`config.mk`:
```
export PLATFORM = sky130hd
export DESIGN_NAME = huffman_code_builder_decoder_unit
export DESIGN_NICKNAME = d
export VERILOG_FILES = /design/src/hcbd_pkg.sv /design/src/huffman_code_builder_decoder_unit.sv /design/src/hcbd_ctrl.sv /design/src/hcbd_datapath.sv
export SDC_FILE = /design/constraint.sdc
export NUM_CORES = 2
export LEC_CHECK = 0
export BUFFER_PORTS_ARGS = -buffer_cell sky130_fd_sc_hd__buf_2
export CAP_MARGIN = 20
export CORE_MARGIN = 4
export CORE_UTILIZATION = 45
export CTS_BUF_LIST = sky130_fd_sc_hd__clkbuf_8
export DETAILED_ROUTE_END_ITERATION = 16
export GPL_TIMING_DRIVEN = 0
export PLACE_DENSITY = 0.67
export SLEW_MARGIN = 25
export SYNTH_ARGS = -nofsm -noshare
export SYNTH_HDL_FRONTEND = slang
export SYNTH_SLANG_ARGS = --single-unit
export TNS_END_PERCENT = 30
```
`constraint.sdc`:
```
create_clock -name aclk -period 12.5 [get_ports aclk]
set_clock_uncertainty 0.1 [all_clocks]
set_input_delay 1.875 -clock aclk [delete_from_list [all_inputs] [get_ports aclk]]
set_output_delay 1.875 -clock aclk [all_outputs]
set_load 0.02 [all_outputs]
```
`src/hcbd_pkg.sv`:
```
package hcbd_pkg;

    localparam int MAX_SYMBOLS  = 16;
    localparam int MAX_CODE_LEN = 15;
    localparam int NODE_CNT     = 2 * MAX_SYMBOLS - 1;

    localparam int SYM_W   = 8;
    localparam int FREQ_W  = 24;
    localparam int WGT_W   = 28;
    localparam int NODE_W  = 5;
    localparam int LEAF_W  = 4;
    localparam int CNT_W   = 5;
    localparam int CODE_W  = 15;
    localparam int LEN_W   = 4;

    localparam logic [NODE_W-1:0] NO_PARENT = 5'd31;

    localparam logic [1:0] CMD_LOAD   = 2'd0;
    localparam logic [1:0] CMD_BUILD  = 2'd1;
    localparam logic [1:0] CMD_DECODE = 2'd2;

    localparam logic [1:0] KIND_CODE  = 2'd0;
    localparam logic [1:0] KIND_SYM   = 2'd1;
    localparam logic [1:0] KIND_ERROR = 2'd2;

    localparam logic [SYM_W-1:0] ERR_OVERFLOW   = 8'd1;
    localparam logic [SYM_W-1:0] ERR_NOT_BUILT  = 8'd2;
    localparam logic [SYM_W-1:0] ERR_NO_MATCH   = 8'd3;
    localparam logic [SYM_W-1:0] ERR_EMPTY      = 8'd4;
    localparam logic [SYM_W-1:0] ERR_TOO_LONG   = 8'd5;

    typedef struct packed {
        logic accept;
        logic loop;
        logic scan_a;
        logic scan_b;
        logic merge;
        logic walk;
        logic emit;
    } cmd_t;

    typedef struct packed {
        logic n_zero;
        logic merges_done;
        logic scan_end;
        logic walk_root;
        logic walk_last_leaf;
        logic walk_over;
        logic emit_last;
        logic out_free;
    } status_t;

endpackage

```
`src/huffman_code_builder_decoder_unit.sv`:
```
// Huffman table builder and bit-serial decoder. A load word (tuser 0) stores one
// symbol and its count, or returns an overflow error when the table is full; a
// decode word (tuser 2) takes one bit and is matched against every loaded table
// entry in the same cycle. A build word (tuser 1) runs n-1 merges over the n
// loaded leaves; each merge scans the live nodes twice through one shared
// compare unit, then the tree is walked from each leaf to the root, and the n
// code words leave one per cycle as the output register drains. No new word is
// taken until a build has delivered its last result word.
module huffman_code_builder_decoder_unit (
    input  logic        aclk,
    input  logic        aresetn,
    input  logic        s_tvalid,
    output logic        s_tready,
    input  logic [39:0] s_tdata,  // symbol, frequency, bit_req
    input  logic [1:0]  s_tuser,  // command
    output logic        m_tvalid,
    input  logic        m_tready,
    output logic [31:0] m_tdata,  // out_symbol, code_bits, code_length
    output logic [1:0]  m_tuser,  // kind
    output logic        m_tlast
);
    import hcbd_pkg::*;

    cmd_t    cmd;
    status_t sts;

    hcbd_ctrl u_ctrl (
        .aclk     (aclk),
        .aresetn  (aresetn),
        .s_tvalid (s_tvalid),
        .s_tuser  (s_tuser),
        .s_tready (s_tready),
        .sts      (sts),
        .cmd      (cmd)
    );

    hcbd_datapath u_dp (
        .aclk     (aclk),
        .aresetn  (aresetn),
        .s_tdata  (s_tdata),
        .s_tuser  (s_tuser),
        .m_tvalid (m_tvalid),
        .m_tready (m_tready),
        .m_tdata  (m_tdata),
        .m_tuser  (m_tuser),
        .m_tlast  (m_tlast),
        .cmd      (cmd),
        .sts      (sts)
    );

endmodule

```
`src/hcbd_ctrl.sv`:
```
module hcbd_ctrl (
    input  logic             aclk,
    input  logic             aresetn,
    input  logic             s_tvalid,
    input  logic [1:0]       s_tuser,
    output logic             s_tready,
    input  hcbd_pkg::status_t sts,
    output hcbd_pkg::cmd_t   cmd
);
    import hcbd_pkg::*;

    localparam logic [2:0] ST_IDLE   = 3'd0;
    localparam logic [2:0] ST_LOOP   = 3'd1;
    localparam logic [2:0] ST_SCAN_A = 3'd2;
    localparam logic [2:0] ST_SCAN_B = 3'd3;
    localparam logic [2:0] ST_MERGE  = 3'd4;
    localparam logic [2:0] ST_WALK   = 3'd5;
    localparam logic [2:0] ST_EMIT   = 3'd6;

    logic [2:0] state_reg;
    logic [2:0] state_next;

    assign s_tready = (state_reg == ST_IDLE) && sts.out_free;

    always_comb begin
        state_next = state_reg;
        cmd        = '0;
        case (state_reg)
            ST_IDLE: begin
                if (s_tvalid && s_tready) begin
                    cmd.accept = 1'b1;
                    if (s_tuser == CMD_BUILD && !sts.n_zero) begin
                        state_next = ST_LOOP;
                    end
                end
            end
            ST_LOOP: begin
                cmd.loop   = 1'b1;
                state_next = sts.merges_done ? ST_WALK : ST_SCAN_A;
            end
            ST_SCAN_A: begin
                cmd.scan_a = 1'b1;
                if (sts.scan_end) begin
                    state_next = ST_SCAN_B;
                end
            end
            ST_SCAN_B: begin
                cmd.scan_b = 1'b1;
                if (sts.scan_end) begin
                    state_next = ST_MERGE;
                end
            end
            ST_MERGE: begin
                cmd.merge  = 1'b1;
                state_next = ST_LOOP;
            end
            ST_WALK: begin
                if (sts.walk_over) begin
                    if (sts.out_free) begin
                        cmd.walk   = 1'b1;
                        state_next = ST_IDLE;
                    end
                end else begin
                    cmd.walk = 1'b1;
                    if (sts.walk_root && sts.walk_last_leaf) begin
                        state_next = ST_EMIT;
                    end
                end
            end
            ST_EMIT: begin
                if (sts.out_free) begin
                    cmd.emit = 1'b1;
                    if (sts.emit_last) begin
                        state_next = ST_IDLE;
                    end
                end
            end
            default: begin
                state_next = ST_IDLE;
            end
        endcase
    end

    always_ff @(posedge aclk) begin
        if (!aresetn) begin
            state_reg <= ST_IDLE;
        end else begin
            state_reg <= state_next;
        end
    end

endmodule

```
`src/hcbd_datapath.sv`:
```
module hcbd_datapath (
    input  logic              aclk,
    input  logic              aresetn,
    input  logic [39:0]       s_tdata,
    input  logic [1:0]        s_tuser,
    output logic              m_tvalid,
    input  logic              m_tready,
    output logic [31:0]       m_tdata,
    output logic [1:0]        m_tuser,
    output logic              m_tlast,
    input  hcbd_pkg::cmd_t    cmd,
    output hcbd_pkg::status_t sts
);
    import hcbd_pkg::*;

    logic [SYM_W-1:0]  leaf_sym_reg  [MAX_SYMBOLS];
    logic [WGT_W-1:0]  weight_reg    [NODE_CNT];
    logic [CNT_W-1:0]  lcount_reg    [NODE_CNT];
    logic [NODE_W-1:0] parent_reg    [NODE_CNT];
    logic              side_reg      [NODE_CNT];
    logic [NODE_CNT-1:0] alive_reg;
    logic [CODE_W-1:0] tcode_reg     [MAX_SYMBOLS];
    logic [LEN_W-1:0]  tlen_reg      [MAX_SYMBOLS];

    logic [CNT_W-1:0]  loaded_reg;
    logic              ready_reg;
    logic [CODE_W-1:0] pend_bits_reg;
    logic [LEN_W-1:0]  pend_len_reg;

    logic [NODE_W-1:0] total_reg;
    logic [NODE_W-1:0] idx_reg;
    logic              best_v_reg;
    logic [NODE_W-1:0] best_reg;
    logic [WGT_W-1:0]  best_w_reg;
    logic [NODE_W-1:0] a_reg;
    logic [WGT_W-1:0]  a_w_reg;
    logic [CNT_W-1:0]  a_c_reg;
    logic [NODE_W-1:0] b_reg;
    logic [WGT_W-1:0]  b_w_reg;
    logic [CNT_W-1:0]  b_c_reg;
    logic [LEAF_W-1:0] leaf_reg;
    logic [NODE_W-1:0] node_reg;
    logic [LEN_W-1:0]  wlen_reg;
    logic [CODE_W-1:0] wcode_reg;

    logic              out_v_reg;
    logic [1:0]        out_kind_reg;
    logic [SYM_W-1:0]  out_sym_reg;
    logic [CODE_W-1:0] out_bits_reg;
    logic [LEN_W-1:0]  out_len_reg;
    logic              out_last_reg;

    logic [1:0]        in_cmd;
    logic [SYM_W-1:0]  in_sym;
    logic [FREQ_W-1:0] in_freq;
    logic              in_bit;

    assign in_cmd  = s_tuser;
    assign in_sym  = s_tdata[7:0];
    assign in_freq = s_tdata[31:8];
    assign in_bit  = s_tdata[32];

    assign m_tvalid = out_v_reg;
    assign m_tuser  = out_kind_reg;
    assign m_tlast  = out_last_reg;
    assign m_tdata  = {5'd0, out_len_reg, out_bits_reg, out_sym_reg};

    logic              take_idx;
    logic [NODE_W-1:0] chosen;
    logic [WGT_W-1:0]  chosen_w;
    logic [NODE_W-1:0] par;
    logic [CNT_W-1:0]  load_slot;
    logic [CNT_W-1:0]  n_minus1;
    logic [CNT_W:0]    node_goal;
    logic [CODE_W-1:0] dec_bits;
    logic [LEN_W-1:0]  dec_len;
    logic              dec_hit;
    logic [LEAF_W-1:0] dec_idx;
    logic              swap;

    assign take_idx = alive_reg[idx_reg] && (!best_v_reg || weight_reg[idx_reg] < best_w_reg);
    assign chosen   = take_idx ? idx_reg : best_reg;
    assign chosen_w = take_idx ? weight_reg[idx_reg] : best_w_reg;
    assign par      = parent_reg[node_reg];
    assign load_slot = ready_reg ? '0 : loaded_reg;
    assign n_minus1  = loaded_reg - 1'b1;
    assign node_goal = {loaded_reg, 1'b0} - 1'b1;
    assign dec_bits  = {pend_bits_reg[CODE_W-2:0], in_bit};
    assign dec_len   = pend_len_reg + 1'b1;
    assign swap      = (a_w_reg == b_w_reg) && (a_c_reg == b_c_reg);

    always_comb begin
        dec_hit = 1'b0;
        dec_idx = '0;
        for (int i = MAX_SYMBOLS - 1; i >= 0; i--) begin
            if (CNT_W'(i) < loaded_reg && tlen_reg[i] == dec_len && tcode_reg[i] == dec_bits) begin
                dec_hit = 1'b1;
                dec_idx = LEAF_W'(i);
            end
        end
    end

    always_comb begin
        sts.n_zero         = (loaded_reg == '0);
        sts.merges_done    = ({1'b0, total_reg} == node_goal);
        sts.scan_end       = (idx_reg == total_reg - 1'b1);
        sts.walk_root      = (par == NO_PARENT);
        sts.walk_last_leaf = ({1'b0, leaf_reg} == n_minus1);
        sts.walk_over      = (par != NO_PARENT) && (wlen_reg >= LEN_W'(MAX_CODE_LEN));
        sts.emit_last      = ({1'b0, leaf_reg} == n_minus1);
        sts.out_free       = !out_v_reg || m_tready;
    end

    always_ff @(posedge aclk) begin
        if (!aresetn) begin
            alive_reg     <= '0;
            loaded_reg    <= '0;
            ready_reg     <= 1'b0;
            pend_bits_reg <= '0;
            pend_len_reg  <= '0;
            out_v_reg     <= 1'b0;
        end else begin
            if (m_tready) begin
                out_v_reg <= 1'b0;
            end
            if (cmd.accept) begin
                case (in_cmd)
                    CMD_LOAD: begin
                        if (ready_reg) begin
                            ready_reg     <= 1'b0;
                            pend_bits_reg <= '0;
                            pend_len_reg  <= '0;
                        end
                        if (load_slot >= CNT_W'(MAX_SYMBOLS)) begin
                            loaded_reg   <= load_slot;
                            out_v_reg    <= 1'b1;
                            out_kind_reg <= KIND_ERROR;
                            out_sym_reg  <= ERR_OVERFLOW;
                            out_bits_reg <= '0;
                            out_len_reg  <= '0;
                            out_last_reg <= 1'b1;
                        end else begin
                            leaf_sym_reg[load_slot[LEAF_W-1:0]] <= in_sym;
                            weight_reg[load_slot[LEAF_W-1:0]]   <= WGT_W'(in_freq);
                            loaded_reg <= load_slot + 1'b1;
                        end
                    end
                    CMD_BUILD: begin
                        if (loaded_reg == '0) begin
                            out_v_reg    <= 1'b1;
                            out_kind_reg <= KIND_ERROR;
                            out_sym_reg  <= ERR_EMPTY;
                            out_bits_reg <= '0;
                            out_len_reg  <= '0;
                            out_last_reg <= 1'b1;
                        end else begin
                            for (int i = 0; i < MAX_SYMBOLS; i++) begin
                                if (CNT_W'(i) < loaded_reg) begin
                                    lcount_reg[i] <= CNT_W'(1);
                                    alive_reg[i]  <= 1'b1;
                                    parent_reg[i] <= NO_PARENT;
                                    side_reg[i]   <= 1'b0;
                                end
                            end
                            total_reg <= loaded_reg;
                        end
                    end
                    CMD_DECODE: begin
                        out_bits_reg <= '0;
                        out_len_reg  <= '0;
                        out_last_reg <= 1'b1;
                        if (!ready_reg) begin
                            out_v_reg    <= 1'b1;
                            out_kind_reg <= KIND_ERROR;
                            out_sym_reg  <= ERR_NOT_BUILT;
                        end else if (dec_hit) begin
                            out_v_reg     <= 1'b1;
                            out_kind_reg  <= KIND_SYM;
                            out_sym_reg   <= leaf_sym_reg[dec_idx];
                            out_bits_reg  <= dec_bits;
                            out_len_reg   <= dec_len;
                            pend_bits_reg <= '0;
                            pend_len_reg  <= '0;
                        end else if (dec_len >= LEN_W'(MAX_CODE_LEN)) begin
                            out_v_reg     <= 1'b1;
                            out_kind_reg  <= KIND_ERROR;
                            out_sym_reg   <= ERR_NO_MATCH;
                            pend_bits_reg <= '0;
                            pend_len_reg  <= '0;
                        end else begin
                            pend_bits_reg <= dec_bits;
                            pend_len_reg  <= dec_len;
                        end
                    end
                    default: begin
                    end
                endcase
            end
            if (cmd.loop) begin
                idx_reg    <= '0;
                best_v_reg <= 1'b0;
                leaf_reg   <= '0;
                node_reg   <= '0;
                wlen_reg   <= '0;
                wcode_reg  <= '0;
            end
            if (cmd.scan_a || cmd.scan_b) begin
                if (take_idx) begin
                    best_v_reg <= 1'b1;
                    best_reg   <= idx_reg;
                    best_w_reg <= weight_reg[idx_reg];
                end
                idx_reg <= idx_reg + 1'b1;
                if (sts.scan_end) begin
                    idx_reg           <= '0;
                    best_v_reg        <= 1'b0;
                    alive_reg[chosen] <= 1'b0;
                    if (cmd.scan_a) begin
                        a_reg   <= chosen;
                        a_w_reg <= chosen_w;
                        a_c_reg <= lcount_reg[chosen];
                    end else begin
                        b_reg   <= chosen;
                        b_w_reg <= chosen_w;
                        b_c_reg <= lcount_reg[chosen];
                    end
                end
            end
            if (cmd.merge) begin
                weight_reg[total_reg] <= a_w_reg + b_w_reg;
                lcount_reg[total_reg] <= a_c_reg + b_c_reg;
                parent_reg[a_reg]     <= total_reg;
                parent_reg[b_reg]     <= total_reg;
                side_reg[a_reg]       <= swap;
                side_reg[b_reg]       <= !swap;
                parent_reg[total_reg] <= NO_PARENT;
                side_reg[total_reg]   <= 1'b0;
                alive_reg[total_reg]  <= 1'b1;
                total_reg             <= total_reg + 1'b1;
            end
            if (cmd.walk) begin
                if (sts.walk_root) begin
                    tcode_reg[leaf_reg] <= wcode_reg;
                    tlen_reg[leaf_reg]  <= wlen_reg;
                    wlen_reg  <= '0;
                    wcode_reg <= '0;
                    if (sts.walk_last_leaf) begin
                        leaf_reg      <= '0;
                        pend_bits_reg <= '0;
                        pend_len_reg  <= '0;
                    end else begin
                        leaf_reg <= leaf_reg + 1'b1;
                        node_reg <= NODE_W'(leaf_reg) + 1'b1;
                    end
                end else if (sts.walk_over) begin
                    ready_reg    <= 1'b0;
                    out_v_reg    <= 1'b1;
                    out_kind_reg <= KIND_ERROR;
                    out_sym_reg  <= ERR_TOO_LONG;
                    out_bits_reg <= '0;
                    out_len_reg  <= '0;
                    out_last_reg <= 1'b1;
                end else begin
                    wcode_reg <= wcode_reg | (CODE_W'(side_reg[node_reg]) << wlen_reg);
                    wlen_reg  <= wlen_reg + 1'b1;
                    node_reg  <= par;
                end
            end
            if (cmd.emit) begin
                out_v_reg    <= 1'b1;
                out_kind_reg <= KIND_CODE;
                out_sym_reg  <= leaf_sym_reg[leaf_reg];
                out_bits_reg <= tcode_reg[leaf_reg];
                out_len_reg  <= tlen_reg[leaf_reg];
                out_last_reg <= sts.emit_last;
                leaf_reg     <= leaf_reg + 1'b1;
                if (sts.emit_last) begin
                    ready_reg <= 1'b1;
                end
            end
        end
    end

endmodule
```
==> results by group <==
Synthesis
  – Sequential share of the synthesized area: 0.640
  – Synth Instances: 5705
  – Post-synthesis async set-or-reset flop share: 0
  – Yosys warning count: 0
  – Library cells used by synthesis: 101
  – Post-Syn Area per Cell: 14.9 µm²
  – Post-synth top area share: 0.578
  – Netlist Area Pre-Place: 0.0852 mm²
  – Synth area leader: edfxtp_1
  – Synthesized flop and latch total: 1903
  – Primary FF master, synth: edfxtp_1
  – Synth top area cells: edfxtp_1 58%, mux4_2 12%, dfxtp_1 6.2%, nand2_1 2.2%, xnor2_1 1.9%
  – EDFF count, synth: 1638

STA
  – Fraction of the cycle the final worst path needs: 0.754
  – Worst-Margin Slew: 1190 ps
  – Unrepaired setup endpoints after global routing: false
  – Maximum clock frequency: 0.106 GHz
  – Endpoints failing setup: 0
  – Period minus WS final: 9430 ps
  – Setup TNS: 0 ps
  – Headroom to the max-slew limit: 0.205
  – Final Hold Viols: 0
  – Setup ws final: 3070 ps
  – Slew Viols, Final: 0

Worst setup path
  – Arrival time of the worst setup path: 10190 ps
  – R2R cell count: 22
  – Cell family with most CP delay: buffers and inverters
  – Max incr delay on CP: 800 ps
  – Startpoint Class: flop
  – WP data required: 13260 ps
  – Crit-path max FO: 10
  – CP Buf/Inv Count: 7
  – Crit path cell chain: buf_2, clkbuf_1, clkbuf_1, buf_2, clkbuf_1, mux2i_1, o21ai_0, mux4_2, mux2_2, ha_1, nand3_1, or3_1, or3_1, o221ai_1, a21oi_1, o31a_1, buf_2, mux2i_1, clkbuf_1, nand3_1, o221ai_1, nand2_1
  – WP depth: 22
  – CP Capture Type: flop
  – Crit-path slowest cell: clkbuf_1
  – CP Class: reg2reg
  – Most frequent CP cell: clkbuf_1

Clock network
  – CTS root buffer: clkbuf_8
  – Post-CTS Resized: 0
  – CTS Buf Count: 329
  – Clock-pin slew on the worst setup and hold paths: 70 ps
  – CTS tree: yes
  – CTS Hold Bufs: 0
  – Max Buffers Root-to-Sink: 4
  – Post-CTS Setup Repair Bufs: 0
  – Clk Latency, worst-skew pair: 1080 ps
  – H-Tree Depth: 5
  – Clock Sinks: 1903

Min path
  – Worst hold path cell count: 2
  – Hold Crit Start: u_dp.parent_reg[25][4]
  – Hold Path Class: reg2reg

Pwr
  – Total internal power: 0.0121 W
  – Clock power share: 0.301
  – Combinational share of power: 0.257
  – Pwr Density: 182 mW/mm²
  – Peak VDD IR: 0.126 mV
  – NetSw: 0.00557 W
  – Reg power frac: 0.442
  – Pleak: 32.9 nW
  – Net Sw Frac: 0.316

GRT
  – Total gr overflow: 0
  – Vias in the first global route: 54.6k
  – First-pass GRT wire length: 397 mm
  – Initial antenna violation count: 19
  – Largest net degree at the start of global routing: 41
  – GRT Util Overall: 0.282

Floorplan
  – Die height: 443 µm
  – Die width: 443 µm
  – CORE AREA: 0.188 mm²
  – Starting density of the core: 0.453
  – Full die area: 0.196 mm²
  – Num rows: 159
  – Total I/O pin count: 83

Finish
  – Area grow syn2layout: 14.0%
  – Layout fillers: 15.4k
  – Share of layout cells above drive strength 1: 0.206
  – Most frequent cells in the layout: 1638 x edfxtp_1, 492 x nand2_1, 454 x mux4_2
  – Final layout net count: 6313
  – Final instance area: 0.0971 mm²
  – Max reg flops: 868
  – Most common cell after layout, fill and taps aside: edfxtp_1
  – Finished Layout Cells: 8917

Placed design
  – IO buf count: 68
  – DP Cell Count: 8348
  – DP HPWL: 201 mm
  – Pre-CTS setup slack: 3240 ps
  – Global placement routability congestion: 1.01
  – Dpl cell area: 0.0910 mm²

Detailed routing
  – Drt first-iter violations: 8545
  – DR vias: 56.6k
  – Vias per cell: 6.35
  – DRT Pass-1 Iters: 8
  – Final wirelength: 282 mm
  – Final ANT Viol Nets: 0
  – Post-route DRC: 0
  – WL/cell: 31.7 µm

Job
  – Max-Cap Viols: 0

Status
  – Status: finished clean
-- worst register-to-register path, cell delays in order (launching register included) --
cell and delay, ps:
dfxtp_1 310, buf_2 260, clkbuf_1 670, clkbuf_1 670, buf_2 600, clkbuf_1 810, mux2i_1 270, o21ai_0 170
mux4_2 540, mux2_2 360, ha_1 320, nand3_1 140, or3_1 430, or3_1 490, o221ai_1 260, a21oi_1 60
o31a_1 190, buf_2 290, mux2i_1 540, clkbuf_1 740, nand3_1 560, o221ai_1 360, nand2_1 80
-- Yosys cell counts (all sizes together) (22+ instances only) --
master and instances:
edfxtp 1638, nand2 493, mux4 455, nor2 343
dfxtp 265, o21ai 231, clkbuf 220, xnor2 187
xor2 173, a21oi 161, mux2i 148, buf 115
a22oi 111, nand3 97, inv 96, nor4 95
o22ai 84, ha 76, nand4 74, nor3 70
mux2 61, o211ai 51, and2 36, nand2b 34
or2 33, and3 25, or3 24, a21o 22
-- final cells by class --
type	instances	area [µm²]	share of cell area
flip-flops and latches	1903	54500	0.561
well taps	2495	3120	0.0322
repair buffers	149	2060	0.0212
plain buffers	335	1470	0.0152
clock inverters	204	1080	0.0112
diodes	9	22.5	0.000232
multi-input cells	3371	29600	0.305
clock buffers	351	4830	0.0498
inverters	100	375	0.00387
-- metrics by stage --
| step | total power (W) | hold slack, ps | utilization |
|---|---|---|---|
| 2_1_floorplan | 0.0106 | 336 | - |
| 3_3_place_gp | 0.0122 | 346 | 0.471 |
| 3_5_place_dp | 0.0124 | 353 | 0.484 |
| 4_1_cts | 0.0176 | 368 | 0.516 |
| 5_1_grt | 0.0183 | 381 | 0.516 |
| 6_report | 0.0177 | 369 | 0.516 |
-- logic make-up after synthesis --
| family | count (synthesis) | share of synthesized area |
|---|---|---|
| buf+inv | 435 | 0.0211 |
| flops | 1903 | 0.640 |
| fa+ha+maj | 78 | 0.0116 |
| simple gates | 1418 | 0.0795 |
| other cells | 1 | 0.0000440 |
| compound gates | 845 | 0.0644 |
| mux | 664 | 0.146 |
| xor+xnor | 361 | 0.0375 |
-- path summary, 6_finish.rpt --
path	to	slack, ps
worst max-delay path	u_dp.alive_reg[2]	3070
worst min-delay path	u_dp.parent_reg[25][4]	370
worst max register to register	u_dp.alive_reg[2]	3070
worst min register to register	u_dp.parent_reg[25][4]	370
-- power groups by stage --
stage               registers [W]  logic [W]  clock network [W]
floorplan                 0.00782    0.00273                  0
global placement          0.00796    0.00423                  0
detailed placement        0.00794    0.00443                  0
CTS                       0.00781    0.00445            0.00536
global route              0.00783    0.00477            0.00568
finish                    0.00781    0.00454            0.00531
-- metal layers --
layer | up-vias | part of all wire | GRT usage
li1 | 23400 | - | -
met5 | - | 0.00021 | 0
met2 | 3721 | 0.45 | 0.429
met3 | 694 | 0.11 | 0.0669
met4 | 8 | 0.049 | 0.128
met1 | 28800 | 0.39 | 0.387
Power figures use the tool's default switching activity.
